## src/rtl/aoc_pkg.sv

```systemverilog
// Shared types and constants for the alpha-over compositor.
// No dependencies; every other file imports this package.
package aoc_pkg;

  localparam int unsigned CH_W        = 8;
  localparam int unsigned NUM_CH      = 3;
  localparam int unsigned NUM_LANES   = NUM_CH + 1;
  localparam int unsigned PROD_W      = 2 * CH_W;
  localparam int unsigned NUM_W       = 3 * CH_W;
  localparam int unsigned QUOT_W      = CH_W;
  localparam int unsigned QIDX_W      = $clog2(QUOT_W);
  localparam int unsigned QUEUE_DEPTH = 4;
  localparam int unsigned QPTR_W      = $clog2(QUEUE_DEPTH);
  localparam int unsigned QCNT_W      = $clog2(QUEUE_DEPTH + 1);
  localparam int unsigned CFG_IDX_W   = 2;
  localparam int unsigned CFG_DATA_W  = 8;

  localparam logic [CH_W-1:0]   ALPHA_MAX      = 8'd255;
  localparam logic [CH_W-1:0]   COPY_ALPHA_MIN = 8'd253;
  localparam logic [PROD_W-1:0] ZERO_N_MAX     = 16'd650;

  localparam logic [CFG_IDX_W-1:0] CFG_IDX_SRC_ALPHA = 2'd0;
  localparam logic [CFG_IDX_W-1:0] CFG_IDX_DST_ALPHA = 2'd1;

  typedef enum logic [1:0] {
    CASE_COPY  = 2'd0,
    CASE_ZERO  = 2'd1,
    CASE_BLEND = 2'd2
  } case_t;

  typedef struct packed {
    logic src_has_alpha;
    logic dst_has_alpha;
  } cfg_t;

  // One classified pixel pair handed from the front to the divide pipeline.
  typedef struct packed {
    case_t                          cls;
    logic [NUM_CH-1:0][CH_W-1:0]    rgb_copy;
    logic [CH_W-1:0]                alpha_copy;
    logic [PROD_W-1:0]              n;
    logic [NUM_CH-1:0][NUM_W-1:0]   m;
  } job_t;

endpackage

```

## src/rtl/aoc_in_if.sv

```systemverilog
// Input channel: one source/destination pixel pair per transfer.
// Depends on aoc_pkg for the channel width.
interface aoc_in_if;
  import aoc_pkg::*;

  logic            valid;
  logic            ready;
  logic [CH_W-1:0] src_red;
  logic [CH_W-1:0] src_green;
  logic [CH_W-1:0] src_blue;
  logic [CH_W-1:0] src_alpha;
  logic [CH_W-1:0] dst_red;
  logic [CH_W-1:0] dst_green;
  logic [CH_W-1:0] dst_blue;
  logic [CH_W-1:0] dst_alpha;

  modport source (
    output valid, src_red, src_green, src_blue, src_alpha,
    output dst_red, dst_green, dst_blue, dst_alpha,
    input  ready
  );
  modport sink (
    input  valid, src_red, src_green, src_blue, src_alpha,
    input  dst_red, dst_green, dst_blue, dst_alpha,
    output ready
  );
endinterface

```

## src/rtl/aoc_front.sv

```systemverilog
// Front end: takes pixel pairs, forms the alpha products, combined alpha and
// color numerators, classifies each pair. Depends on aoc_pkg and aoc_in_if.
module aoc_front (
  input  logic          clk,
  input  logic          rst_n,
  input  aoc_pkg::cfg_t cfg,
  aoc_in_if.sink        in_ch,
  output logic          job_valid,
  input  logic          job_ready,
  output aoc_pkg::job_t job
);
  import aoc_pkg::*;

  // Stage 1: effective alphas and first products
  logic                         f1_v_r;
  logic [NUM_CH-1:0][CH_W-1:0]  f1_s_r;
  logic [CH_W-1:0]              f1_sa_r;
  logic [CH_W-1:0]              f1_da_r;
  logic [CH_W-1:0]              f1_ws_r;
  logic                         f1_dha_r;
  logic [NUM_CH-1:0][PROD_W-1:0] f1_ps_r;
  logic [NUM_CH-1:0][PROD_W-1:0] f1_pd_r;

  // Stage 2: classified job
  logic f2_v_r;
  job_t f2_job_r;

  logic                          adv;
  logic                          acc;
  logic [NUM_CH-1:0][CH_W-1:0]   s_in;
  logic [NUM_CH-1:0][CH_W-1:0]   d_in;
  logic [CH_W-1:0]               sa_nxt;
  logic [CH_W-1:0]               da_nxt;
  logic [NUM_CH-1:0][PROD_W-1:0] ps_nxt;
  logic [NUM_CH-1:0][PROD_W-1:0] pd_nxt;
  logic [PROD_W-1:0]             n_nxt;
  logic [NUM_CH-1:0][NUM_W-1:0]  m_nxt;
  logic [NUM_W-1:0]              mix_prod;
  job_t                          job_nxt;

  assign adv         = !f2_v_r || job_ready;
  assign in_ch.ready = adv;
  assign acc         = in_ch.valid && adv;
  assign job_valid   = f2_v_r;
  assign job         = f2_job_r;

  always_comb begin
    s_in   = {in_ch.src_blue, in_ch.src_green, in_ch.src_red};
    d_in   = {in_ch.dst_blue, in_ch.dst_green, in_ch.dst_red};
    sa_nxt = cfg.src_has_alpha ? in_ch.src_alpha : ALPHA_MAX;
    da_nxt = cfg.dst_has_alpha ? in_ch.dst_alpha : ALPHA_MAX;
    for (int j = 0; j < NUM_CH; j++) begin
      ps_nxt[j] = s_in[j] * sa_nxt;
      pd_nxt[j] = d_in[j] * da_nxt;
    end
  end

  always_comb begin
    // N = 255*sa + da*(255-sa); M = 255*s*sa + d*da*(255-sa)
    n_nxt = ({f1_sa_r, {CH_W{1'b0}}} - {{CH_W{1'b0}}, f1_sa_r}) + (f1_da_r * f1_ws_r);
    mix_prod = '0;
    for (int j = 0; j < NUM_CH; j++) begin
      mix_prod = {{CH_W{1'b0}}, f1_pd_r[j]} * {{PROD_W{1'b0}}, f1_ws_r};
      m_nxt[j] = ({f1_ps_r[j], {CH_W{1'b0}}} - {{CH_W{1'b0}}, f1_ps_r[j]}) + mix_prod;
    end
    job_nxt.n          = n_nxt;
    job_nxt.m          = m_nxt;
    job_nxt.rgb_copy   = f1_s_r;
    job_nxt.alpha_copy = f1_dha_r ? f1_sa_r : ALPHA_MAX;
    if (f1_sa_r >= COPY_ALPHA_MIN && f1_da_r >= COPY_ALPHA_MIN) begin
      job_nxt.cls = CASE_COPY;
    end else if (n_nxt <= ZERO_N_MAX) begin
      job_nxt.cls = CASE_ZERO;
    end else begin
      job_nxt.cls = CASE_BLEND;
    end
  end

  always_ff @(posedge clk) begin
    if (!rst_n) begin
      f1_v_r <= 1'b0;
      f2_v_r <= 1'b0;
    end else if (adv) begin
      f1_v_r <= acc;
      f2_v_r <= f1_v_r;
    end
  end

  always_ff @(posedge clk) begin
    if (adv) begin
      f1_s_r   <= s_in;
      f1_sa_r  <= sa_nxt;
      f1_da_r  <= da_nxt;
      f1_ws_r  <= ALPHA_MAX - sa_nxt;
      f1_dha_r <= cfg.dst_has_alpha;
      f1_ps_r  <= ps_nxt;
      f1_pd_r  <= pd_nxt;
      f2_job_r <= job_nxt;
    end
  end

  // hold the classified job while the queue is full
  a_front_stall_hold: assert property (@(posedge clk) disable iff (!rst_n)
    f2_v_r && !job_ready |=> f2_v_r && $stable(f2_job_r))
    else $error("front job changed while stalled");

endmodule

```

## src/flat_wrapper.sv

```systemverilog
// flat-port wrapper written by rule: the top's interface ports become plain ports
module aoc_front_flat import aoc_pkg::*;
  (clk, rst_n, cfg, job_valid, job_ready, job, in_ch_valid, in_ch_src_red, in_ch_src_green, in_ch_src_blue, in_ch_src_alpha, in_ch_dst_red, in_ch_dst_green, in_ch_dst_blue, in_ch_dst_alpha, in_ch_ready);
  aoc_in_if in_ch_i ();
  input  logic clk;
  input  logic rst_n;
  input  aoc_pkg::cfg_t cfg;
  output logic job_valid;
  input  logic job_ready;
  output aoc_pkg::job_t job;
  input wire logic [$bits(in_ch_i.valid)-1:0] in_ch_valid;
  input wire logic [$bits(in_ch_i.src_red)-1:0] in_ch_src_red;
  input wire logic [$bits(in_ch_i.src_green)-1:0] in_ch_src_green;
  input wire logic [$bits(in_ch_i.src_blue)-1:0] in_ch_src_blue;
  input wire logic [$bits(in_ch_i.src_alpha)-1:0] in_ch_src_alpha;
  input wire logic [$bits(in_ch_i.dst_red)-1:0] in_ch_dst_red;
  input wire logic [$bits(in_ch_i.dst_green)-1:0] in_ch_dst_green;
  input wire logic [$bits(in_ch_i.dst_blue)-1:0] in_ch_dst_blue;
  input wire logic [$bits(in_ch_i.dst_alpha)-1:0] in_ch_dst_alpha;
  output wire logic [$bits(in_ch_i.ready)-1:0] in_ch_ready;
  assign in_ch_i.valid = in_ch_valid;
  assign in_ch_i.src_red = in_ch_src_red;
  assign in_ch_i.src_green = in_ch_src_green;
  assign in_ch_i.src_blue = in_ch_src_blue;
  assign in_ch_i.src_alpha = in_ch_src_alpha;
  assign in_ch_i.dst_red = in_ch_dst_red;
  assign in_ch_i.dst_green = in_ch_dst_green;
  assign in_ch_i.dst_blue = in_ch_dst_blue;
  assign in_ch_i.dst_alpha = in_ch_dst_alpha;
  assign in_ch_ready = in_ch_i.ready;
  aoc_front u_core (.clk(clk), .rst_n(rst_n), .cfg(cfg), .in_ch(in_ch_i), .job_valid(job_valid), .job_ready(job_ready), .job(job));
endmodule
```

## config.mk

```make
export PLATFORM = sky130hd
export DESIGN_NAME = aoc_front_flat
export DESIGN_NICKNAME = d
export VERILOG_FILES = /design/src/rtl/aoc_pkg.sv /design/src/rtl/aoc_in_if.sv /design/src/rtl/aoc_front.sv /design/src/flat_wrapper.sv
export SDC_FILE = /design/constraint.sdc
export NUM_CORES = 2
export LEC_CHECK = 0
export ABC_AREA = 1
export ABC_CLOCK_PERIOD_IN_PS = 8500
export BUFFER_PORTS_ARGS = -buffer_cell sky130_fd_sc_hd__buf_2
export CORE_UTILIZATION = 45
export CTS_BUF_LIST = sky130_fd_sc_hd__clkbuf_2 sky130_fd_sc_hd__clkbuf_4 sky130_fd_sc_hd__clkbuf_8
export CTS_CLUSTER_SIZE = 28
export DETAILED_ROUTE_END_ITERATION = 12
export HOLD_SLACK_MARGIN = 0.06
export MAX_ROUTING_LAYER = met4
export PLACE_DENSITY_LB_ADDON = 0.2
export SLEW_MARGIN = 20
export SYNTH_ARGS = -nofsm -noshare
export SYNTH_HDL_FRONTEND = slang
export SYNTH_SLANG_ARGS = --single-unit
```

## constraint.sdc

```tcl
create_clock -name clk -period 8.5 [get_ports clk]
set_input_delay 0 -clock clk [delete_from_list [all_inputs] [get_ports clk]]
set_output_delay 0 -clock clk [all_outputs]
set_load 0.01 [all_outputs]
```

# == After elaboration in Yosys (flattened, before gate mapping) ==
# Index checks and enable logic that the tools add are counted.
# word_totals
wordCells,53
input_bits,70
output_inout_bits,124
reg_bits,269
# classes
add_sub_neg,9
mul,10
muxes,3
order_cmp,3
n_reduce_logical,4
# op_table
op,count
multiplier 8 x 8 -> 16 bit,7
adder 24 bit,3
multiplier 16 x 8 -> 24 bit,3
subtractor 24 x 16 -> 24 bit,3
adder 16 bit,1
"greater-or-equal comparator 8 bit, second input constant",2
"less-or-equal comparator 16 x 10 -> 1 bit, second input constant",1
2-to-1 mux 8 bit,2
subtractor 16 x 8 -> 16 bit,1
"subtractor 8 bit, first input constant",1
logical AND 1 bit,2
2-to-1 mux 2 bit,1
logical NOT 1 bit,1
logical OR 1 bit,1

# == Depth between registers and ports, before layout ==
# depth
ltp_word,4
mapped_depth,25
depth_no_buf,24

# == Least setup slack after synthesis ==
# OpenSTA, ideal clock, no wires.
# synth_path
path_kind,register to register
from,"reg u_core.f2_v_r, in the netlist u_core.job_valid"
to,reg u_core.f1_da_r[0] (enable)
n_path_buf,0
stages_incl_launch_ff,4
t_arrival_ns,5.631
slack_ns,2.247
cell_sequence,dfxtp_1 > inv_1 > nor2_1 > inv_1
# synth_between
elab_chain_len,2
# synth_rtl
item,line,rtl
from (decl),aoc_front.sv:25,logic f2_v_r;
from (signal assigned),aoc_front.sv:85,f2_v_r <= f1_v_r;
logical NOT 1 bit,aoc_front.sv:41,assign adv = !f2_v_r || job_ready;
logical OR 1 bit,aoc_front.sv:41,
named net in_ch_ready,flat_wrapper.sv:20,output wire logic [$bits(in_ch_i.ready)-1:0] in_ch_ready;
to (signal assigned),aoc_front.sv:93,f1_da_r <= da_nxt;
to (decl),aoc_front.sv:18,logic [CH_W-1:0] f1_da_r;
# The timed path passes the listed nets, and every way through them passes these cells.
# A chain may end at the register's enable or synchronous reset.

==> results_dict.tcl <==
set metrics [dict create \
    status "finished clean" \
    synth-async-reset-ratio_pct 0 \
    yosys_warnings 0 \
    grt_pass1_vias 29100 \
    rsz0062_at_grt "no" \
    grtUsageTotal_pct 23.4 \
    first_pass_iters 7 \
    cts_root_buf "clkbuf_8" \
    synth_top_cell_by_area "fa_1" \
    worstPathArrival_ps 6400 \
    post-dp-hpwl_mm 77.4 \
    cts_sinks 269 \
    multi_input_area_um2 26000 \
    drcViolationCount 0 \
    yosysSeqAreaShare_pct 20.8 \
    gp_congestion 0.890 \
    die_area_um2 87300 \
    synth_top_area_share_pct 31.2 \
    vias 28400 \
    post_cts.repair.setup_buffers 0 \
    crit_type "reg -> reg" \
    slew_violations 0 \
    hold_violations 0 \
    finalSetupViolCount 0 \
    slew_headroom_pct 27.4 \
    clock_skew_ps 47.2 \
    syn_nets 5466 \
    grt_pass1_wl_mm 155 \
    drtAntennaViolNets 0 \
    fin_crit_ps 5960 \
    synth.avg_cell_area_um2 8.89 \
    yosys-top-cells-count "1078 x inv_1, 895 x nand2_1, 604 x fa_1" \
    dominantRegCellSynth "edfxtp_1" \
    worst_pin_slew_ps 1090 \
    area_growth_pct 10.2 \
    core_area_um2 85100 \
    m1WireLength_mm 44.2 \
    stdcell_count 5753 \
    ios 194 \
    route.met3.wl_mm 5.94 \
    viasPerCell 4.94 \
    rows 107 \
    h-tree-depth 2 \
    fillCellCount 8192 \
    worstSetupEndpointType "flop" \
    syn_inst 4355 \
    layout-drive-gt1-share_pct 7.80 \
    max_freq_mhz 168 \
    dr.first_iter.drc_count 1728 \
    hold_class "in -> reg" \
    seqCellArea_um2 8060 \
    antenna_found_initial 5 \
    synth_area_leaders "fa_1 31%, edfxtp_1 21%, ha_1 14%" \
    yosysMostFrequentCell "inv_1" \
    synth.distinct_cells 44 \
    met2_length_mm 43.7 \
    final_nets 5678 \
    routedWlPerCell_um 16.6 \
    grt_max_degree 85 \
    cts_tree "yes" \
    die_w_um 295 \
    drt_wl_total_mm 95.8 \
    max-cap-violations 0 \
    min_period_over_period_pct 70.1 \
    port_buffers 193 \
    dp.cells 5591 \
    top_layer "met4" \
    clk_pin_slew_worst_paths_ps 60 \
    worst-path-max-fanout 35 \
    netlist_area_um2 38700 \
    clock_latency_ps 720 \
    cts_made_buffers 51 \
    layout_setup_ws_ps 2540 \
    cts.repair.resized 0 \
    synth_edf_count 267 \
    fin_tns_setup_ps 0 \
    required_ps 8930 \
    grt-ovfl-total 0 \
    dp_slack_ps 2500 \
    initial_utilization_pct 45.5 \
    ys_ff_latch 269 \
    start_kind "flop" \
    cts_buffer_depth 3 \
    die_y_um 295 \
]
[stage by stage]
step                      area (um2)  hold WS [ps]  util [%]
after floorplan                38700          98.9         -
after global placement         40800           213      47.9
after detailed placement       40800           227      47.9
after CTS                      42600          61.8      50.1
after global routing           42700           102      50.1
final                          42700           128      50.1
[cell families after synthesis]
logic type                 synth area share [%]
xor gates and xnor gates                   3.26
buffers and inverters                      12.0
and+or+nand+nor                            14.7
DFF                                        20.8
AOI/OAI and AO/OA                          3.90
adders and majority gates                  45.3
[cell type report]
type | instances | share of cell area [%]
multi-input cells | 2867 | 61.0
repair buffers | 288 | 4.37
flip-flops and latches | 269 | 18.9
well taps | 1144 | 3.35
diodes | 5 | 0.0293
inverters | 1090 | 9.61
clock inverters | 29 | 0.900
clock buffers | 61 | 1.84
[critical path, cell delays in order, from the launching register on]
cell and delay, ps:
edfxtp_1 980, buf_4 590, nand2_1 100, inv_1 100, fa_1 410, fa_1 560, fa_1 420, fa_1 500
inv_1 60, fa_1 470, inv_1 40, ha_1 350, nand2_1 190, inv_1 70, a21oi_1 230, nand3_1 100
nand2_1 80, nand2_2 70, nor2_2 120, nand3_2 100, nor2_1 90, nor2_1 40
[sequential cells by signal, indices dropped and copies added (netlist names)]
| register | cells |
|---|---|
| u_core.f1_da_r | 8 |
| u_core.f1_dha_r | 1 |
| u_core.f1_pd_r | 48 |
| u_core.f1_ps_r | 48 |
| u_core.f1_s_r | 24 |
| u_core.f1_sa_r | 8 |
| u_core.f1_v_r | 1 |
| u_core.f1_ws_r | 8 |
| u_core.job | 122 |
| u_core.job_valid | 1 |
[layer usage]
layer,vias up,track usage [%]
met5,-,-
met4,0,5.12
met3,102,3.77
met2,747,36.5
met1,14000,32.2
li1,13500,-
[layout by cell type (no fill, tap or decap), types with 6 or more instances in the layout]
master,n
nand4_1,26
nand2_1,895
bufinv_16,9
nand2_2,14
a21oi_1,142
xor2_1,95
a21o_1,11
edfxtp_1,267
o21ai_1,8
clkbuf_4,9
clkinv_1,15
clkbuf_8,52
buf_2,193
o21ai_0,55
a31oi_1,6
xnor2_1,49
buf_4,28
nor4_1,6
nor2_2,15
o21bai_1,21
fa_1,604
nor3_1,14
nand3_1,90
ha_1,437
dlygate4sd3_1,66
clkinv_2,8
a21boi_0,6
inv_1,1077
nor2_1,334
[worst paths after layout]
| kind | from | endpoint | slack (ps) | cells past startpoint |
|---|---|---|---|---|
| max | u_core.f1_ws_r[3]$_DFFE_PN_ | u_core.job[121]$_SDFFCE_PP0N_ | 2540 | 21 |
| min | job_ready | u_core.f1_v_r$_SDFFE_PN0N_ | 130 | 5 |
| max reg2reg | u_core.f1_ws_r[3]$_DFFE_PN_ | u_core.job[121]$_SDFFCE_PP0N_ | 2540 | 21 |
| min reg2reg | u_core.f1_s_r[12]$_DFFE_PN_ | u_core.job[108]$_DFFE_PN_ | 410 | 0 |
[timing repair]
| action | in CTS | in global routing |
|---|---|---|
| hold buffers | 66 | 0 |
| hold endpoints to repair | 55 | 0 |
| endpoints found under the setup margin | 0 | 0 |
Power is not shown: default switching activity piles up to over one toggle a cycle in this logic, so the estimate is an artifact.
