**src/rtl/aoc_pkg.sv**
```systemverilog
// Shared types and constants for the alpha-over compositor.
// No dependencies; every other file imports this package.
package aoc_pkg;

  localparam int unsigned CH_W        = 8;
  localparam int unsigned NUM_CH      = 3;
  localparam int unsigned NUM_LANES   = NUM_CH + 1;
  localparam int unsigned PROD_W      = 2 * CH_W;
  localparam int unsigned NUM_W       = 3 * CH_W;
  localparam int unsigned QUOT_W      = CH_W;
  localparam int unsigned QIDX_W      = $clog2(QUOT_W);
  localparam int unsigned QUEUE_DEPTH = 4;
  localparam int unsigned QPTR_W      = $clog2(QUEUE_DEPTH);
  localparam int unsigned QCNT_W      = $clog2(QUEUE_DEPTH + 1);
  localparam int unsigned CFG_IDX_W   = 2;
  localparam int unsigned CFG_DATA_W  = 8;

  localparam logic [CH_W-1:0]   ALPHA_MAX      = 8'd255;
  localparam logic [CH_W-1:0]   COPY_ALPHA_MIN = 8'd253;
  localparam logic [PROD_W-1:0] ZERO_N_MAX     = 16'd650;

  localparam logic [CFG_IDX_W-1:0] CFG_IDX_SRC_ALPHA = 2'd0;
  localparam logic [CFG_IDX_W-1:0] CFG_IDX_DST_ALPHA = 2'd1;

  typedef enum logic [1:0] {
    CASE_COPY  = 2'd0,
    CASE_ZERO  = 2'd1,
    CASE_BLEND = 2'd2
  } case_t;

  typedef struct packed {
    logic src_has_alpha;
    logic dst_has_alpha;
  } cfg_t;

  // One classified pixel pair handed from the front to the divide pipeline.
  typedef struct packed {
    case_t                          cls;
    logic [NUM_CH-1:0][CH_W-1:0]    rgb_copy;
    logic [CH_W-1:0]                alpha_copy;
    logic [PROD_W-1:0]              n;
    logic [NUM_CH-1:0][NUM_W-1:0]   m;
  } job_t;

endpackage

```
**src/rtl/aoc_out_if.sv**
```systemverilog
// Result channel: one composited pixel and its blend case per transfer.
// Depends on aoc_pkg for the channel width.
interface aoc_out_if;
  import aoc_pkg::*;

  logic            valid;
  logic            ready;
  logic [CH_W-1:0] out_red;
  logic [CH_W-1:0] out_green;
  logic [CH_W-1:0] out_blue;
  logic [CH_W-1:0] out_alpha;
  logic [1:0]      blend_case;

  modport source (
    output valid, out_red, out_green, out_blue, out_alpha, blend_case,
    input  ready
  );
  modport sink (
    input  valid, out_red, out_green, out_blue, out_alpha, blend_case,
    output ready
  );
endinterface

```
**src/rtl/aoc_back.sv**
```systemverilog
// Back end: pipelined restoring divide, one quotient bit per stage for the three
// color lanes, alpha by reciprocal multiply, then result select into the output
// register. Depends on aoc_pkg and aoc_out_if.
module aoc_back (
  input  logic          clk,
  input  logic          rst_n,
  input  logic          job_valid,
  output logic          job_ready,
  input  aoc_pkg::job_t job,
  aoc_out_if.source     out_ch
);
  import aoc_pkg::*;

  localparam int unsigned NUM_STG = QUOT_W;
  // floor(N / 255) == (N * 0x8081) >> 23 for every 16-bit N
  localparam logic [PROD_W-1:0] ALPHA_RECIP       = 16'h8081;
  localparam int unsigned       ALPHA_RECIP_SHIFT = 23;

  typedef struct packed {
    case_t                           cls;
    logic [NUM_CH-1:0][CH_W-1:0]     rgb_copy;
    logic [CH_W-1:0]                 alpha_copy;
    logic [PROD_W-1:0]               n;
    logic [NUM_CH-1:0][NUM_W-1:0]    rem;
    logic [NUM_LANES-1:0][QUOT_W-1:0] q;
  } bk_t;

  // One quotient bit for each color lane; the alpha quotient rides along.
  function automatic bk_t div_step(bk_t x, logic [QIDX_W-1:0] b);
    bk_t              y;
    logic [NUM_W-1:0] den;
    y = x;
    for (int j = 0; j < NUM_CH; j++) begin
      den = {{CH_W{1'b0}}, x.n} << b;
      if (x.rem[j] >= den) begin
        y.rem[j]  = x.rem[j] - den;
        y.q[j][b] = 1'b1;
      end
    end
    return y;
  endfunction

  logic                        en;
  bk_t                         init;
  logic [2*PROD_W-1:0]         alpha_prod;
  bk_t                         st_r   [NUM_STG];
  bk_t                         st_nxt [NUM_STG];
  logic [NUM_STG-1:0]          st_v_r;
  bk_t                         last;
  logic                        out_v_r;
  logic [NUM_CH-1:0][CH_W-1:0] rgb_nxt;
  logic [CH_W-1:0]             alpha_nxt;
  logic [NUM_CH-1:0][CH_W-1:0] rgb_r;
  logic [CH_W-1:0]             alpha_r;
  case_t                       case_r;

  assign en        = !out_v_r || out_ch.ready;
  assign job_ready = en;
  assign last      = st_r[NUM_STG-1];

  always_comb begin
    alpha_prod      = job.n * ALPHA_RECIP;
    init.cls        = job.cls;
    init.rgb_copy   = job.rgb_copy;
    init.alpha_copy = job.alpha_copy;
    init.n          = job.n;
    init.q          = '0;
    for (int j = 0; j < NUM_CH; j++) begin
      init.rem[j] = job.m[j];
    end
    init.q[NUM_CH] = alpha_prod[ALPHA_RECIP_SHIFT +: QUOT_W];
    st_nxt[0] = div_step(init, QIDX_W'(QUOT_W - 1));
    for (int k = 1; k < NUM_STG; k++) begin
      st_nxt[k] = div_step(st_r[k-1], QIDX_W'(QUOT_W - 1 - k));
    end
  end

  always_comb begin
    case (last.cls)
      CASE_COPY: begin
        rgb_nxt   = last.rgb_copy;
        alpha_nxt = last.alpha_copy;
      end
      CASE_ZERO: begin
        rgb_nxt   = '0;
        alpha_nxt = '0;
      end
      CASE_BLEND: begin
        for (int j = 0; j < NUM_CH; j++) begin
          rgb_nxt[j] = last.q[j];
        end
        alpha_nxt = last.q[NUM_CH];
      end
      default: begin
        rgb_nxt   = '0;
        alpha_nxt = '0;
      end
    endcase
  end

  always_ff @(posedge clk) begin
    if (!rst_n) begin
      st_v_r  <= '0;
      out_v_r <= 1'b0;
    end else if (en) begin
      st_v_r  <= {st_v_r[NUM_STG-2:0], job_valid};
      out_v_r <= st_v_r[NUM_STG-1];
    end
  end

  always_ff @(posedge clk) begin
    if (en) begin
      for (int k = 0; k < NUM_STG; k++) begin
        st_r[k] <= st_nxt[k];
      end
      rgb_r   <= rgb_nxt;
      alpha_r <= alpha_nxt;
      case_r  <= last.cls;
    end
  end

  assign out_ch.valid      = out_v_r;
  assign out_ch.out_red    = rgb_r[0];
  assign out_ch.out_green  = rgb_r[1];
  assign out_ch.out_blue   = rgb_r[2];
  assign out_ch.out_alpha  = alpha_r;
  assign out_ch.blend_case = case_r;

  a_back_zero: assert property (@(posedge clk) disable iff (!rst_n)
    out_v_r && case_r == CASE_ZERO |-> rgb_r == '0 && alpha_r == '0)
    else $error("transparent result not zero");

  a_back_hold: assert property (@(posedge clk) disable iff (!rst_n)
    !en |=> $stable(st_v_r))
    else $error("divide pipeline moved while stalled");

  a_back_copy_case: assert property (@(posedge clk) disable iff (!rst_n)
    en && st_v_r[NUM_STG-1] |=> out_v_r && case_r == $past(last.cls))
    else $error("result case lost in output register");

endmodule

```
**src/flat_wrapper.sv**
```systemverilog
// flat-port wrapper written by rule: the top's interface ports become plain ports
module aoc_back_flat import aoc_pkg::*;
  (clk, rst_n, job_valid, job_ready, job, out_ch_valid, out_ch_out_red, out_ch_out_green, out_ch_out_blue, out_ch_out_alpha, out_ch_blend_case, out_ch_ready);
  aoc_out_if out_ch_i ();
  input  logic clk;
  input  logic rst_n;
  input  logic job_valid;
  output logic job_ready;
  input  aoc_pkg::job_t job;
  output wire logic [$bits(out_ch_i.valid)-1:0] out_ch_valid;
  output wire logic [$bits(out_ch_i.out_red)-1:0] out_ch_out_red;
  output wire logic [$bits(out_ch_i.out_green)-1:0] out_ch_out_green;
  output wire logic [$bits(out_ch_i.out_blue)-1:0] out_ch_out_blue;
  output wire logic [$bits(out_ch_i.out_alpha)-1:0] out_ch_out_alpha;
  output wire logic [$bits(out_ch_i.blend_case)-1:0] out_ch_blend_case;
  input wire logic [$bits(out_ch_i.ready)-1:0] out_ch_ready;
  assign out_ch_valid = out_ch_i.valid;
  assign out_ch_out_red = out_ch_i.out_red;
  assign out_ch_out_green = out_ch_i.out_green;
  assign out_ch_out_blue = out_ch_i.out_blue;
  assign out_ch_out_alpha = out_ch_i.out_alpha;
  assign out_ch_blend_case = out_ch_i.blend_case;
  assign out_ch_i.ready = out_ch_ready;
  aoc_back u_core (.clk(clk), .rst_n(rst_n), .job_valid(job_valid), .job_ready(job_ready), .job(job), .out_ch(out_ch_i));
endmodule
```
**config.mk**
```make
export PLATFORM = sky130hd
export DESIGN_NAME = aoc_back_flat
export DESIGN_NICKNAME = d
export VERILOG_FILES = /design/src/rtl/aoc_pkg.sv /design/src/rtl/aoc_out_if.sv /design/src/rtl/aoc_back.sv /design/src/flat_wrapper.sv
export SDC_FILE = /design/constraint.sdc
export NUM_CORES = 2
export LEC_CHECK = 0
export ABC_AREA = 1
export BUFFER_PORTS_ARGS = -buffer_cell sky130_fd_sc_hd__buf_4
export CORE_ASPECT_RATIO = 1.25
export CORE_MARGIN = 1
export CORE_UTILIZATION = 30
export CTS_CLUSTER_DIAMETER = 120
export DETAILED_ROUTE_END_ITERATION = 12
export PLACE_DENSITY = 0.48
export SLEW_MARGIN = 15
export SYNTH_ARGS = -nofsm -noshare
export SYNTH_HDL_FRONTEND = slang
export SYNTH_SLANG_ARGS = --single-unit
```
**constraint.sdc**
```tcl
create_clock -name clk -period 38.9 [get_ports clk]
set_input_delay 1.945 -clock clk [delete_from_list [all_inputs] [get_ports clk]]
set_output_delay 1.945 -clock clk [all_outputs]
set_load 0.03 [all_outputs]
```
* Word level (Yosys, flattened, before mapping)
Memories as Yosys holds them, arrays and structs flattened.
Index checks and enable logic that the tools add are counted.
** Word-level totals
- Register bits after elaboration :: 43
- RAM bits :: 1232
- Input port bits :: 126
- Output and inout port bits :: 36
- Word-level logic and storage cells :: 113
- Memories kept :: 1
** Cells by class
- Add/subtract/negate cells :: 24
- Multiply operators :: 1
- $lt $le $gt $ge :: 24
- Eq/ne operators :: 1
- Muxes and demuxes :: 52
- Reduce and logical (&&, ||, !) cells :: 3
** Memory list
- u_core.st_r :: depth 8, bits a word 154, rd ports 8, clocked after Yosys merged registers in 0, wr ports 8, line aoc_back.sv:46 : bk_t st_r [NUM_STG];
** Operators by type and width (count)
- 24-bit two-way mux :: 24
- 24-bit by 16-bit >= comparator with 1-bit output :: 3
- 24-bit by 17-bit >= comparator with 1-bit output :: 3
- 24-bit by 18-bit >= comparator with 1-bit output :: 3
- 24-bit by 19-bit >= comparator with 1-bit output :: 3
- 24-bit by 20-bit >= comparator with 1-bit output :: 3
- 24-bit by 21-bit >= comparator with 1-bit output :: 3
- 24-bit by 22-bit >= comparator with 1-bit output :: 3
- 24-bit by 23-bit >= comparator with 1-bit output :: 3
- 24-bit by 16-bit subtractor with 24-bit output :: 3
- 24-bit by 17-bit subtractor with 24-bit output :: 3
- 24-bit by 18-bit subtractor with 24-bit output :: 3
- 24-bit by 19-bit subtractor with 24-bit output :: 3
- 24-bit by 20-bit subtractor with 24-bit output :: 3
- 24-bit by 21-bit subtractor with 24-bit output :: 3
- 24-bit by 22-bit subtractor with 24-bit output :: 3
- 24-bit by 23-bit subtractor with 24-bit output :: 3
- 24-bit one-hot mux with 2 select lines :: 1
- 16-bit by 16-bit multiplier with 31-bit output (second input constant) :: 1
- 1-bit two-way mux :: 26
- 8-bit one-hot mux with 2 select lines :: 1
- 2-bit equality test (second input constant) :: 1
- 2-bit zero test :: 1
- 1-bit zero test :: 1
- 1-bit logical OR :: 1

* Depth between registers and ports, before layout
- Word-level depth :: 4
- Gate-level depth with buffers :: 15
- Gate-level depth less buffers :: 15

* Worst setup path before layout
Ideal clock, no wire load.
- Path kind :: input to register
- Start point :: input port out_ch_ready
- End point :: register u_core.case_r[0], in the netlist u_core.out_ch.blend_case[0], enable pin
- Library setup time :: 8.440 ns
- Data arrival time :: 22.346 ns
- Required time :: 30.460 ns
- Slack :: 8.114 ns
- Cell stages on the path :: 2
- Path buffers :: 0
- Cell sequence :: nor2_1 -> clkinv_1
** Between the ends
- Word-level cells in the longest chain between the ends :: 1
** RTL lines
- from (decl) :: line flat_wrapper.sv:16 : input wire logic [$bits(out_ch_i.ready)-1:0] out_ch_ready;
- 1-bit logical OR :: line aoc_back.sv:57 : assign en = !out_v_r || out_ch.ready;
- via job_ready :: line flat_wrapper.sv:8 : output logic job_ready;
- to (signal assigned) :: line aoc_back.sv:118 : case_r <= last.cls;
- to (decl) :: line aoc_back.sv:55 : case_t case_r;
The timed path passes the listed nets, and every way through them passes these cells.
A chain may end at the register's enable or synchronous reset.

==> impl_metrics.tcl <==
set metrics [dict create \
    worstPathMaxFanout 108 \
    relSlewSlack_pct 26.7 \
    crit_family "buffers and inverters" \
    grt_pass1_wl_mm 300 \
    nNetsFinal 9150 \
    cts_tree "yes" \
    cts_made_buffers 114 \
    drive_above_1_share_pct 5.11 \
    viasPerCell 4.51 \
    crit_start "out_ch_ready" \
    worst_path_max_delay_cell "buf_4" \
    tns_ns 0 \
    min_to "u_core.st_r[1][183]$_DFFE_PP_" \
    yosys-top-cells-area "edfxtp_1 (48%), nand2_1 (18%), ha_1 (8.3%)" \
    fin_ws_ns 32.44 \
    syn_inst 8327 \
    yosysTopAreaCellShare_pct 48.5 \
    path_cells "buf_4 -> nor2_1 -> inv_8 -> buf_4 -> buf_4 -> buf_4 -> buf_4 -> buf_4" \
    p_leak_uw 0.0369 \
    crit_top_cell "buf_4" \
    synth_flop_cell "edfxtp_1" \
    die_w_um 427 \
    layout_common_cells "nand2_1 (3,236), inv_1 (1,322), edfxtp_1 (1,094)" \
    startpoint_type "primary input" \
    cp_num_cells 8 \
    clk_path_buf_depth 3 \
    cts_root_buffer "clkbuf_16" \
    drt-total-wl_mm 201 \
    coreArea_sq_um 224000 \
    yosysUniqueCellTypes 47 \
    die_y_um 533 \
    setup_viol 0 \
    synth_nets 8922 \
    area_growth_pct 12.4 \
    vias 52300 \
    grt_max_degree 178 \
    synthArstFlopShare_pct 0 \
    avgSynthCellArea_sq_um 8.14 \
    path_clk_slew_ns 0.06 \
    outcome "complete, no violations" \
    htreeDepth 3 \
    holdPathStages 0 \
    fillers 23600 \
    fin_total_pwr_uw 5480 \
    ioPinCount 162 \
    ctsResizeCount 0 \
    grt_util_all_layers_pct 17.4 \
    ys_warn_count 0 \
    rsz0062_at_grt "false" \
    slew_viol_final 0 \
    final_area_sq_um 76200 \
    period_needed_ns 6.46 \
    antenna_found_initial 2 \
    netlist_area_sq_um 67800 \
    cp_data_required_time_ns 39.25 \
    hold_class "reg2reg" \
    synth_seq_cells 1103 \
    grt_pass1_vias 51500 \
    wl_per_cell_um 17.4 \
    die_area_sq_um 228000 \
    cap_violations 0 \
    pwr_density_cell_nw_per_um2 71.9 \
    yosysTopAreaCell "edfxtp_1" \
    cp.arrival_ns 6.81 \
    io_buffers 161 \
    drc_errors 0 \
    tightest_slew_ns 1.10 \
    fin_hold_ws_ns 0.407 \
    initial_core_util_pct 30.3 \
    yosysSeqAreaShare_pct 48.7 \
    synth_edf_count 1094 \
    reg2reg_from "u_core.out_ch.valid$_SDFFE_PN0P_" \
    post_cts_buffers 0 \
    skew_ns 0.0720 \
    r2r_cells 8 \
    gp_congestion 0.936 \
    regArea_sq_um 33000 \
    pre_cts_ws_ns 31.52 \
    crit_buf_inv 7 \
    multiInputGateArea_sq_um 29200 \
    reg2reg_slack_ns 33.31 \
    ant_nets 0 \
    layout_commonest_cell "nand2_1" \
    finalHoldViolCount 0 \
    numClockSinks 1103 \
    peakVddDrop_mv 0.0414 \
    dpl_cell_area_sq_um 72400 \
    rows 194 \
    worstHoldStart "u_core.st_r[1][29]$_DFFE_PP_" \
    end_kind "flip-flop" \
    period_share_pct 16.6 \
    rr_endpoint "u_core.st_r[1][230]$_DFFE_PP_" \
    path_class "in2reg" \
    critPathMaxStageDelay_ns 0.81 \
    max_freq_ghz 0.155 \
    cts_hold_buf 0 \
    place_hpwl_mm 165 \
    clock_latency_ns 0.79 \
    gr-total-overflow 0 \
    drt-pass1-iter-count 6 \
    drtIter0Drc 3046 \
]
-- cells in the mapped netlist (16+ instances only) --
cell type,number
a21oi_1,296
and2_1,16
buf_2,36
buf_6,18
edfxtp_1,1094
fa_1,21
ha_1,448
inv_1,1322
nand2_1,3236
nand3_1,553
nand3b_1,43
nand4_1,78
nor2_1,631
nor2_2,17
nor3_1,62
o21ai_0,135
xnor2_1,41
xor2_1,146
-- worst max-delay path by stage --
| stage | end |
|---|---|
| after CTS | u_core.st_r[1][233]$_DFFE_PP_ |
| after global placement | u_core.st_r[1][404]$_DFFE_PP_ |
| after floorplan | u_core.out_ch.blend_case[0]$_DFFE_PP_ |
| after detailed placement | u_core.st_r[1][404]$_DFFE_PP_ |
| final | u_core.st_r[1][230]$_DFFE_PP_ |
| after global routing | u_core.st_r[1][227]$_DFFE_PP_ |
-- metal layers --
| layer | share of wire (%) | routed length, um | track usage [%] |
|---|---|---|---|
| met5 | 0 | 0 | 0 |
| met3 | 2.5 | 5070 | 1.71 |
| met2 | 52 | 104000 | 32.2 |
| met1 | 40 | 79900 | 19.0 |
| met4 | 6.0 | 12100 | 9.83 |
-- layout make-up --
type                            count  area share (%)
Sequential cell                  1103            43.4
Timing Repair Buffer              186            1.85
Clock inverter                     72            1.11
Antenna cell                        3         0.00985
Tap cell                         2940            4.83
Multi-Input combinational cell   5814            38.4
Inverter                         1336            6.59
Clock buffer                      139            3.87
-- through the flow --
stage / util [%] / instances
final: 34.0 / 11600
after global routing: 34.0 / 11600
after CTS: 34.0 / 11600
after detailed placement: 32.3 / 11400
after global placement: 32.3 / 11400
after floorplan: - / 8327
-- power breakdown --
group          leakage [uW]  total, uW  switching (uW)  internal [uW]
logic                0.0235       2430            1610            818
registers            0.0116       1950             220           1730
clock network       0.00182       1100             480            618
-- cells by family (layout without fill, tap and decap cells) --
| family | count (synthesis) | after routing | synth area share, % |
|---|---|---|---|
| simple gates | 4673 | 4673 | 28.0 |
| buf+inv | 1410 | 1733 | 8.13 |
| flops | 1103 | 1103 | 48.7 |
| compound gates | 485 | 485 | 3.85 |
| fa+ha+maj | 469 | 469 | 8.89 |
| xor+xnor | 187 | 187 | 2.42 |
| other cells | 0 | 3 | 0 |
-- registers in the layout (all words and copies together), names as in the netlist --
name,flops
u_core.out_ch.blend_case,2
u_core.out_ch.out_red,8
u_core.st_r,1060
u_core.out_ch.out_green,8
u_core.out_ch.out_alpha,8
u_core.st_v_r,8
u_core.out_ch.out_blue,8
u_core.out_ch.valid,1
(Power assumes the default switching activity.)
