`src/rtl/aoc_pkg.sv`:
```
// Shared types and constants for the alpha-over compositor.
// No dependencies; every other file imports this package.
package aoc_pkg;

  localparam int unsigned CH_W        = 8;
  localparam int unsigned NUM_CH      = 3;
  localparam int unsigned NUM_LANES   = NUM_CH + 1;
  localparam int unsigned PROD_W      = 2 * CH_W;
  localparam int unsigned NUM_W       = 3 * CH_W;
  localparam int unsigned QUOT_W      = CH_W;
  localparam int unsigned QIDX_W      = $clog2(QUOT_W);
  localparam int unsigned QUEUE_DEPTH = 4;
  localparam int unsigned QPTR_W      = $clog2(QUEUE_DEPTH);
  localparam int unsigned QCNT_W      = $clog2(QUEUE_DEPTH + 1);
  localparam int unsigned CFG_IDX_W   = 2;
  localparam int unsigned CFG_DATA_W  = 8;

  localparam logic [CH_W-1:0]   ALPHA_MAX      = 8'd255;
  localparam logic [CH_W-1:0]   COPY_ALPHA_MIN = 8'd253;
  localparam logic [PROD_W-1:0] ZERO_N_MAX     = 16'd650;

  localparam logic [CFG_IDX_W-1:0] CFG_IDX_SRC_ALPHA = 2'd0;
  localparam logic [CFG_IDX_W-1:0] CFG_IDX_DST_ALPHA = 2'd1;

  typedef enum logic [1:0] {
    CASE_COPY  = 2'd0,
    CASE_ZERO  = 2'd1,
    CASE_BLEND = 2'd2
  } case_t;

  typedef struct packed {
    logic src_has_alpha;
    logic dst_has_alpha;
  } cfg_t;

  // One classified pixel pair handed from the front to the divide pipeline.
  typedef struct packed {
    case_t                          cls;
    logic [NUM_CH-1:0][CH_W-1:0]    rgb_copy;
    logic [CH_W-1:0]                alpha_copy;
    logic [PROD_W-1:0]              n;
    logic [NUM_CH-1:0][NUM_W-1:0]   m;
  } job_t;

endpackage

```
`src/rtl/aoc_queue.sv`:
```
// Short job queue between the front end and the divide pipeline.
// Depends on aoc_pkg for the job type and depth.
module aoc_queue (
  input  logic          clk,
  input  logic          rst_n,
  input  logic          push_valid,
  output logic          push_ready,
  input  aoc_pkg::job_t push_job,
  output logic          pop_valid,
  input  logic          pop_ready,
  output aoc_pkg::job_t pop_job
);
  import aoc_pkg::*;

  job_t              slot_r [QUEUE_DEPTH];
  logic [QPTR_W-1:0] wr_ptr_r;
  logic [QPTR_W-1:0] rd_ptr_r;
  logic [QCNT_W-1:0] count_r;
  logic              push;
  logic              pop;

  assign push_ready = (count_r != QCNT_W'(QUEUE_DEPTH));
  assign pop_valid  = (count_r != '0);
  assign pop_job    = slot_r[rd_ptr_r];
  assign push       = push_valid && push_ready;
  assign pop        = pop_valid && pop_ready;

  always_ff @(posedge clk) begin
    if (!rst_n) begin
      wr_ptr_r <= '0;
      rd_ptr_r <= '0;
      count_r  <= '0;
    end else begin
      if (push) begin
        wr_ptr_r <= wr_ptr_r + 1'b1;
      end
      if (pop) begin
        rd_ptr_r <= rd_ptr_r + 1'b1;
      end
      if (push && !pop) begin
        count_r <= count_r + 1'b1;
      end else if (pop && !push) begin
        count_r <= count_r - 1'b1;
      end
    end
  end

  always_ff @(posedge clk) begin
    if (push) begin
      slot_r[wr_ptr_r] <= push_job;
    end
  end

  a_queue_bound: assert property (@(posedge clk) disable iff (!rst_n)
    count_r <= QCNT_W'(QUEUE_DEPTH))
    else $error("queue count beyond depth");

endmodule

```
`config.mk`:
```
export PLATFORM = sky130hd
export DESIGN_NAME = aoc_queue
export DESIGN_NICKNAME = d
export VERILOG_FILES = /design/src/rtl/aoc_pkg.sv /design/src/rtl/aoc_queue.sv
export SDC_FILE = /design/constraint.sdc
export NUM_CORES = 1
export LEC_CHECK = 0
export ABC_AREA = 1
export BUFFER_PORTS_ARGS = -buffer_cell sky130_fd_sc_hd__buf_2
export CORE_MARGIN = 2
export CORE_UTILIZATION = 55
export CTS_CLUSTER_SIZE = 14
export DETAILED_ROUTE_END_ITERATION = 8
export PLACE_DENSITY = 0.85
export SYNTH_ARGS = -nofsm -noshare
export SYNTH_HDL_FRONTEND = slang
export SYNTH_SLANG_ARGS = --single-unit
```
`constraint.sdc`:
```
create_clock -name clk -period 7.4 [get_ports clk]
set_input_delay 0.74 -clock clk [delete_from_list [all_inputs] [get_ports clk]]
set_output_delay 0.74 -clock clk [all_outputs]
set_load 0.1 [all_outputs]
```
# Word-level counts from Yosys, hierarchy flattened
# Memories as Yosys holds them, arrays and structs flattened. A register that Yosys moved wholly into a read port is not among the register bits.
# Cells that the tools add are included.
# word_totals
register_bits	7
mem_bits_rw	488
in_bits	126
output_inout_bits	124
elab_cells	23
memories	1
# op_classes
addsub	4
eq_ne	1
n_mux	6
n_reduce_logical	8
# memory_table
memory	depth	width	read_ports	rd_ports_with_merged_regs	write_ports	line_no	source
slot_r	4	122	1	1	1	aoc_queue.sv:15	job_t slot_r [QUEUE_DEPTH];
# ops
cell	n
$mux 3	2
$add 2x1->2 const B	2
$logic_and 1x1->1	4
$mux 2	2
$add 3x1->3 const B	1
$ne 3x3->1 const B	1
$reduce_bool 3->1	1
$sub 3x1->3 const B	1
$logic_not 1->1	2
$mux 1	2
$reduce_bool 2->1	1

# Logic depth before layout (Yosys ltp)
# Gate-level depths: netlist of run 1.
# depth
word_depth	6
mapped_depth	13

# Worst setup path after synthesis of run 1
# Ideal clock, no wire load.
# synth_timing
path_kind	reg2reg
startpoint	register count_r[0]
endpoint	memory slot_r[0][0] in the netlist's numbering (enable)
setup_ps	605
arrival_ps	6535
required_time_ps	6795
setup_slack_ps	260
stages_incl_launch_ff	5
path_buffers	0
cell_sequence	dfxtp_1 -> nor2_1 -> nand2_1 -> nand2_1 -> nor2_1
# synth_via
elab_chain_cells	4
# synth_rtl
element	line_no	source
from (decl)	aoc_queue.sv:18	logic [QCNT_W-1:0] count_r;
from (signal assigned)	aoc_queue.sv:41	count_r <= count_r + 1'b1;
from (signal assigned)	aoc_queue.sv:43	count_r <= count_r - 1'b1;
$ne 3x3->1	aoc_queue.sv:22	assign push_ready = (count_r != QCNT_W'(QUEUE_DEPTH));
via push_ready	aoc_queue.sv:7	output logic push_ready,
$logic_and 1x1->1	aoc_queue.sv:25	assign push = push_valid && push_ready;
$mux 1	aoc_queue.sv:49	if (push) begin
$mux 1 (implied by the code)	aoc_queue.sv:50	slot_r[wr_ptr_r] <= push_job;
to (decl)	aoc_queue.sv:15	
# The timed path passes the listed nets, and every way through them passes these cells.

==> results.sh, run 1 <==
export IMPL_cts_sinks=497
export IMPL_final_setup_viol_count=0
export IMPL_cts_clk_slew_worst_paths_ps=60
export IMPL_dp_cells=1878
export IMPL_final_util=0.645
export IMPL_synth_warnings=0
export IMPL_grt_pass1_wl_um=59600
export IMPL_synth_area_mm2=0.0185
export IMPL_overflow=0
export IMPL_worst_path_max_fanout=161
export IMPL_rows=67
export IMPL_path_cells="inv_6, buf_4, o21ai_0, o22ai_1, buf_2"
export IMPL_finalCriticalPeriod_ps=4570
export IMPL_die_x_um=187
export IMPL_cts_resized=0
export IMPL_ant_nets=0
export IMPL_end_kind="primary output"
export IMPL_dp_final_hpwl_um=20600
export IMPL_synthFlopType="edfxtp_1"
export IMPL_antenna_found_initial=8
export IMPL_cap_violations=0
export IMPL_worst_clock_skew_ps=8.79
export IMPL_synth_nets=1379
export IMPL_max_stage_delay_ps=870
export IMPL_nets=1612
export IMPL_startpoint_type="flop"
export IMPL_htree_levels=2
export IMPL_seq_area_frac_synth=0.803
export IMPL_routed_wl_um=38600
export IMPL_hold_buffers=0
export IMPL_slew_violations=0
export IMPL_crit_type="reg -> out"
export IMPL_ys_ff_latch=497
export IMPL_cts_made_buffers=48
export IMPL_worst_slew_pin_slew_ps=1150
export IMPL_start_util=0.555
export IMPL_whs_ps=393
export IMPL_hp_class="in -> reg"
export IMPL_via_per_inst=5.72
export IMPL_wl_per_cell_um=19.6
export IMPL_grt_max_degree=162
export IMPL_required_ps=6660
export IMPL_cts_max_path_buffers=3
export IMPL_post_cts_buffers=0
export IMPL_arrival_ps=3830
export IMPL_dieArea_mm2=0.0351
export IMPL_slowest_stage="inv_6"
export IMPL_fin_setup_tns_ps=0
export IMPL_dr_pass1_iters=5
export IMPL_routed_via_count=11277
export IMPL_synth_edf_count=488
export IMPL_drcViolationCount=0
export IMPL_holdPathStages=1
export IMPL_status="completed"
export IMPL_synthArstFlopShare=0
export IMPL_ios=250
export IMPL_insertion_delay_ps=550
export IMPL_drive_above_1_share=0.219
export IMPL_gp_congestion=0.741
export IMPL_core_mm2=0.0333
export IMPL_grt_pass1_vias=11294
export IMPL_avgSynthCellArea_um2=14.8
export IMPL_port_buffer_count=249
export IMPL_drt_iter0_drc=1070
export IMPL_finalNonFillerCells=1971
export IMPL_synth_distinct_cells=20
export IMPL_grt_setup_unrepaired="no"
export IMPL_timing_slew_headroom=0.230
export IMPL_cts_tree="built"
export IMPL_reg2reg_depth=5
export IMPL_dieHeight_um=187
export IMPL_synthCells=1247
export IMPL_max_freq_mhz=219
export IMPL_syn_to_final_growth_pct=16.2
export IMPL_track_usage=0.218
export IMPL_cts_root_buf="clkbuf_16"
export IMPL_hold_viol_final=0
export IMPL_period_share=0.617
-- per-stage QoR --
step,area (um2),worst slack (ps)
finish,21500,2830
global route,21400,2520
CTS,21400,2770
detailed placement,20000,3380
global placement,20000,3480
floorplan,18500,260
-- sequential cells by signal, summed over array words and instances, names as in the netlist, named ones only --
| register | count |
|---|---|
| count_r | 3 |
| rd_ptr_r | 2 |
| wr_ptr_r | 2 |
| slot_r | 488 |
-- worst max-delay path, delay by kind of cell, from the launching register on --
family | cells | cell delay (ps)
buffers and inverters | 3 | 2170
AOI/OAI and AO/OA | 2 | 370
DFF | 1 | 540
-- synthesized netlist by cell type (4+ instances only) --
cell | n | area, um2
edfxtp_1 | 488 | 14700
nor2_1 | 258 | 968
o21ai_0 | 205 | 1030
o22ai_1 | 122 | 763
o21ai_1 | 40 | 200
clkbuf_1 | 33 | 124
buf_2 | 24 | 120
buf_4 | 19 | 143
nand2_1 | 15 | 56.3
inv_1 | 14 | 52.6
dfxtp_1 | 9 | 180
ha_1 | 5 | 62.6
nand3_1 | 4 | 20.0
-- cells by family after synthesis --
group                    synth area share
AO/OA/AOI/OAI                       0.109
XOR/XNOR                         0.000474
adder cells (fa/ha/maj)           0.00447
buffers and inverters              0.0262
flip-flops                          0.803
AND/OR/NAND/NOR                    0.0570
-- final cells by class --
cell class	count	area (um2)
Sequential cell	497	14800
Fill cell	2289	11800
Multi-Input combinational cell	655	3180
Timing Repair Buffer	262	1340
Clock buffer	60	1280
Tap cell	448	561
Clock inverter	24	169
Inverter	16	67.6
Antenna cell	9	22.5
-- routing by layer --
metal	up-vias	part of all wire	track usage
li1	5171	-	-
met4	6	0.029	0.0897
met3	79	0.094	0.0664
met5	-	0.0010	0
met1	5544	0.38	0.267
met2	477	0.50	0.365
-- worst paths after layout --
kind | startpoint | to | slack, ps
worst max-delay path | flop | pop_job[119] | 2830
worst min-delay path | push_job[112] | slot_r[3][112] | 390
worst max register to register | count_r[0] | slot_r[2][58] | 5090
worst min register to register | rd_ptr_r[0] | rd_ptr_r[0] | 520
-- cells in the final DEF, fill, tap and decap left out, types with 2 or more instances in the layout --
| master | synthesis | routed |
|---|---|---|
| o21ai_0 | 205 | 205 |
| buf_4 | 19 | 13 |
| clkbuf_16 | 0 | 49 |
| dfxtp_4 | 0 | 2 |
| clkinv_2 | 0 | 7 |
| inv_1 | 14 | 14 |
| a21oi_1 | 3 | 3 |
| diode_2 | 0 | 9 |
| o22ai_1 | 122 | 122 |
| dfxtp_1 | 9 | 7 |
| nor2_1 | 258 | 254 |
| bufinv_16 | 0 | 2 |
| o21ai_1 | 40 | 40 |
| buf_2 | 24 | 249 |
| ha_1 | 5 | 5 |
| nand2_1 | 15 | 15 |
| nand3_1 | 4 | 4 |
| clkinv_1 | 0 | 12 |
| clkinv_4 | 0 | 2 |
| clkbuf_1 | 33 | 10 |
| nor2_4 | 0 | 4 |
| edfxtp_1 | 488 | 488 |
Power of run 1 is not shown: default switching activity piles up to over one toggle a cycle in this logic, so the estimate is an artifact.
==> run 2: changes to the inputs <==
Settings changed: ABC_AREA 1 to 0, CORE_UTILIZATION 55 to 51, PLACE_DENSITY 0.85 to 0.83.
Clock period 7.4 ns to 4.05 ns, I/O delays scaled along.
==> results.sh, run 2 <==
export IMPL_synthSimpleGateAreaFrac=0.00504
export IMPL_synthArstFlopShare=0
export IMPL_final_cell_mix="edfxtp_1, buf_2, mux4_2"
export IMPL_worst_slew_pin_slew_ps=680
export IMPL_rows=69
export IMPL_synth_top_family_by_area="multiplexers"
export IMPL_synth_edf_count=488
export IMPL_dieHeight_um=192
export IMPL_worst_clock_skew_ps=22.9
export IMPL_reg_largest_list="slot_r x488, count_r x3"
export IMPL_nFillCells=2377
export IMPL_ant_nets=0
export IMPL_grt_setup_unrepaired="no"
export IMPL_grt_max_degree=76
export IMPL_hp_class="in -> reg"
export IMPL_die_x_um=192
export IMPL_synth_xor_area_frac=0.00193
export IMPL_nets=1104
export IMPL_synth_area_leaders="edfxtp_1, mux4_2, dfxtp_1"
export IMPL_synthCells=686
export IMPL_wl_per_cell_um=22.6
export IMPL_synth_area_mm2=0.0181
export IMPL_synthFlopType="edfxtp_1"
export IMPL_core_mm2=0.0353
export IMPL_ys_ff_latch=497
export IMPL_cts_max_path_buffers=3
export IMPL_slew_violations=0
export IMPL_grt_pass1_vias=8723
export IMPL_ios=250
export IMPL_htree_levels=2
export IMPL_max_freq_mhz=346
export IMPL_yosysTopAreaCellShare=0.809
export IMPL_end_kind="primary output"
export IMPL_antenna_found_initial=9
export IMPL_routed_via_count=8139
export IMPL_hold_viol_final=0
export IMPL_seq_area_frac_synth=0.819
export IMPL_finalCriticalPeriod_ps=2890
export IMPL_drcViolationCount=0
export IMPL_cts_made_buffers=49
export IMPL_overflow=0
export IMPL_post_cts_buffers=0
export IMPL_place_ws_ps=1530
export IMPL_cap_violations=0
export IMPL_cts_resized=0
export IMPL_arrival_ps=2490
export IMPL_synth_fa_ha_area_frac=0.00456
export IMPL_synth_compound_area_frac=0.00221
export IMPL_startpoint_type="flop"
export IMPL_gp_congestion=0.747
export IMPL_status="completed"
export IMPL_cts_clk_slew_worst_paths_ps=60
export IMPL_drive_above_1_share=0.456
export IMPL_dr_pass1_iters=4
export IMPL_yosys_area_top_type="edfxtp_1"
export IMPL_yosys_top_cells_count="edfxtp_1, mux4_2, buf_2, buf_8, dfxtp_1"
export IMPL_cts_root_buf="clkbuf_16"
export IMPL_cts_sinks=497
export IMPL_routed_wl_um=33400
export IMPL_final_setup_viol_count=0
export IMPL_avgSynthCellArea_um2=26.4
export IMPL_largest_reg_flops=488
export IMPL_yosysMostFrequentCell="edfxtp_1"
export IMPL_dp_final_hpwl_um=19900
export IMPL_hold_buffers=0
export IMPL_grt_pass1_wl_um=50000
export IMPL_period_share=0.714
export IMPL_track_usage=0.182
export IMPL_via_per_inst=5.51
export IMPL_synth_nets=818
export IMPL_insertion_delay_ps=570
export IMPL_start_util=0.513
export IMPL_drt_iter0_drc=423
export IMPL_crit_type="reg -> out"
export IMPL_fin_setup_tns_ps=0
export IMPL_cts_tree="built"
export IMPL_largest_register="slot_r"
export IMPL_dieArea_mm2=0.0370
export IMPL_required_ps=3640
export IMPL_finalWorstSetupSlack_ps=1160
export IMPL_worst_path_max_fanout=23
export IMPL_muxShareOfSynthArea=0.153
export IMPL_timing_slew_headroom=0.546
export IMPL_multi_input_area_mm2=0.00304
export IMPL_regArea_mm2=0.0148
export IMPL_synth_distinct_cells=24
export IMPL_syn_to_final_growth_pct=18.7
export IMPL_port_buffer_count=249
export IMPL_layout_commonest_cell="edfxtp_1"
export IMPL_synth_warnings=0
## run 2: changes by cell type in the layout (fill, tap and decap cells not counted), sizes merged, moves of 4 or more
cell and delta:
nor2 -257, o21ai -244, mux4 +122, o22ai -122
inv -11, nand2 -10, and2 +8, clkbuf -5
bufinv +4, nand3 -4
## run 2: final timing paths
kind	start	endpoint	slack [ps]	cells past startpoint
max reg2reg	count_r[0]	slot_r[0][3]	1560	4
min reg2reg	wr_ptr_r[1]	wr_ptr_r[1]	520	2
max	flop	pop_job[25]	1160	3
min	push_job[58]	slot_r[3][58]	40	1
## run 2: stage by stage
stage | utilization | cell area (um2) | std cells | hold WS, ps
2_1_floorplan | - | 18100 | 686 | 468
3_3_place_gp | 0.564 | 19900 | 1382 | 484
3_5_place_dp | 0.564 | 19900 | 1382 | 501
4_1_cts | 0.609 | 21500 | 1469 | 2.40
5_1_grt | 0.609 | 21500 | 1472 | 25.6
6_report | 0.609 | 21500 | 1476 | 43.6
## run 2: area by class of cell
type,count,area share
clock inverter,32,0.0152
sequential,497,0.690
antenna,7,0.000815
clock buffer,55,0.0581
timing repair buffer,264,0.0673
multi-input combinational,157,0.141
tap,461,0.0268
inverter,3,0.000524
## run 2: logic make-up (layout without fill, tap and decap cells)
| logic type | Yosys count | after routing |
|---|---|---|
| compound gates | 5 | 5 |
| xor+xnor | 4 | 4 |
| fa+ha+maj | 6 | 6 |
| buf+inv | 32 | 354 |
| flops | 497 | 497 |
| mux | 125 | 125 |
| other cells | 0 | 7 |
| simple gates | 17 | 17 |
## run 2: critical path, stage by stage, from the launching register on
cell	delay [ps]
dfxtp_4	500
buf_4	470
mux4_2	600
buf_2	310
## run 2: layer usage
layer | track usage | wire length, um
met1 | 0.233 | 13300
met3 | 0.0507 | 2440
met5 | 0 | 58
met2 | 0.299 | 16800
met4 | 0.0722 | 857
Power of run 2 is left out for the same reason.
==> run 3: changes to the inputs <==
Settings changed: CORE_UTILIZATION 51 to 55, PLACE_DENSITY 0.83 to 0.85.
Clock period 4.05 ns to 2.9 ns, I/O delays scaled along.
==> results.sh, run 3 (synthesis gave the netlist of run 2 again) <==
export IMPL_timing_slew_headroom=0.580
export IMPL_holdPathStages=2
export IMPL_power_leakage_nw=7.67
export IMPL_cts_clk_slew_worst_paths_ps=60
export IMPL_nFillCells=1865
export IMPL_path_cells="buf_4, mux4_2, buf_2"
export IMPL_worst_slew_pin_slew_ps=629
export IMPL_dp_final_hpwl_um=19700
export IMPL_overflow=0
export IMPL_via_per_inst=5.54
export IMPL_cts_sinks=497
export IMPL_nets=1229
export IMPL_grt_max_degree=80
export IMPL_reg2reg_depth=8
export IMPL_slew_violations=0
export IMPL_insertion_delay_ps=540
export IMPL_cts_tree="built"
export IMPL_routed_wl_um=36600
export IMPL_dieHeight_um=185
export IMPL_cap_violations=0
export IMPL_htree_levels=2
export IMPL_hp_start="rst_n"
export IMPL_dr_pass1_iters=7
export IMPL_fin_setup_tns_ps=0
export IMPL_routed_via_count=8740
export IMPL_final_cell_area_mm2=0.0227
export IMPL_post_cts_buffers=0
export IMPL_drive_above_1_share=0.409
export IMPL_period_share=0.874
export IMPL_core_mm2=0.0325
export IMPL_ios=250
export IMPL_worst_path_max_fanout=43
export IMPL_final_cell_mix="edfxtp_1, buf_2, mux4_2, dlygate4sd3_1, clkbuf_16"
export IMPL_cts_max_path_buffers=3
export IMPL_arrival_ps=2250
export IMPL_r2r_end="count_r[2]"
export IMPL_layout_commonest_cell="edfxtp_1"
export IMPL_grt_pass1_vias=9584
export IMPL_rows=66
export IMPL_grt_setup_unrepaired="no"
export IMPL_largest_register="slot_r"
export IMPL_ant_nets=0
export IMPL_cts_made_buffers=48
export IMPL_status="completed"
export IMPL_antenna_found_initial=3
export IMPL_gp_congestion=0.728
export IMPL_hp_class="in -> reg"
export IMPL_place_area_mm2=0.0200
export IMPL_pwr_density_cell_mw_per_mm2=1100
export IMPL_end_kind="primary output"
export IMPL_cts_root_buf="clkbuf_16"
export IMPL_hold_viol_final=0
export IMPL_die_x_um=185
export IMPL_largest_reg_flops=488
export IMPL_max_stage_delay_ps=510
export IMPL_final_setup_viol_count=0
export IMPL_rrSetupSlack_ps=600
export IMPL_port_buffer_count=249
export IMPL_worst_clock_skew_ps=11.6
export IMPL_start_util=0.558
export IMPL_track_usage=0.217
export IMPL_syn_to_final_growth_pct=25.2
export IMPL_drt_iter0_drc=638
export IMPL_min_to="count_r[2]"
export IMPL_drcViolationCount=0
export IMPL_dieArea_mm2=0.0344
export IMPL_reg_largest_list="slot_r x488, count_r x3"
export IMPL_crit_type="reg -> out"
export IMPL_irDropWorstVdd_mv=0.878
export IMPL_startpoint_type="flop"
export IMPL_timing_rr_start="count_r[0]"
export IMPL_max_freq_mhz=394
export IMPL_cts_resized=0
export IMPL_slowest_stage="buf_4"
export IMPL_wl_per_cell_um=23.2
export IMPL_required_ps=2610
export IMPL_finalCriticalPeriod_ps=2540
export IMPL_grt_pass1_wl_um=55300
run 3: cell types whose count changed in the layout (fill, tap and decap cells not counted), moves of 2 or more:
| cell | delta |
|---|---|
| dlygate4sd3_1 | +122 |
| clkinv_1 | -2 |
| bufinv_16 | -3 |
| clkinv_2 | +6 |
| clkbuf_1 | +2 |
| buf_12 | +5 |
| diode_2 | -4 |
run 3: layout make-up:
type / count / area, um2 / area share
well taps: 442 / 553 / 0.0244
inverters: 3 / 11.3 / 0.000496
multi-input cells: 157 / 3040 / 0.134
repair buffers: 390 / 2760 / 0.122
clock inverters: 29 / 214 / 0.00943
flip-flops and latches: 497 / 14800 / 0.654
diodes: 3 / 7.51 / 0.000331
clock buffers: 57 / 1260 / 0.0554
run 3: repair_timing:
action,4_1_cts,5_1_grt
hold endpoints to repair,488,0
endpoints found under the setup margin,0,0
hold buffers,122,0
run 3: worst max path at each step:
| stage | slack [ps] | end | from | cells after the start |
|---|---|---|---|---|
| after floorplan | 130 | slot_r[0][0] | count_r[0] | 3 |
| after global routing | 260 | pop_job[119] | flop | 3 |
| after detailed placement | 630 | count_r[2] | count_r[0] | 8 |
| after CTS | 320 | pop_job[97] | flop | 3 |
| final | 360 | pop_job[97] | flop | 3 |
| after global placement | 720 | count_r[2] | count_r[0] | 8 |
run 3: worst max-delay path: cells and delay by family, from the launching register on:
kind / cells / cell delay [ps]
buffers and inverters: 2 / 950
flip-flops: 1 / 360
multiplexers: 1 / 360
run 3: per-stage QoR:
step | total power, mW | hold WS, ps | cells | utilization | worst slack (ps)
floorplan | 17.7 | 389 | 686 | - | 127
global placement | 19.1 | 480 | 1367 | 0.616 | 719
detailed placement | 19.2 | 494 | 1367 | 0.616 | 630
CTS | 25.2 | 50.6 | 1575 | 0.699 | 319
global route | 25.9 | 60.5 | 1577 | 0.699 | 262
finish | 25.1 | 80.2 | 1578 | 0.699 | 365
run 3: metal layers:
layer | GRT usage | vias up | wire length, um
met5 | 0 | - | 0
met4 | 0.0660 | 0 | 784
met3 | 0.0569 | 62 | 2970
met2 | 0.370 | 362 | 18900
met1 | 0.276 | 4528 | 14000
li1 | - | 3788 | -
run 3: power by group:
part | total, mW | switching [mW] | leakage [nW] | internal (mW)
clock network | 5.86 | 2.51 | 0.722 | 3.35
registers | 8.94 | 0.225 | 4.55 | 8.72
logic | 10.3 | 8.03 | 2.40 | 2.22
Note: power is estimated with default switching activity, not from simulation.
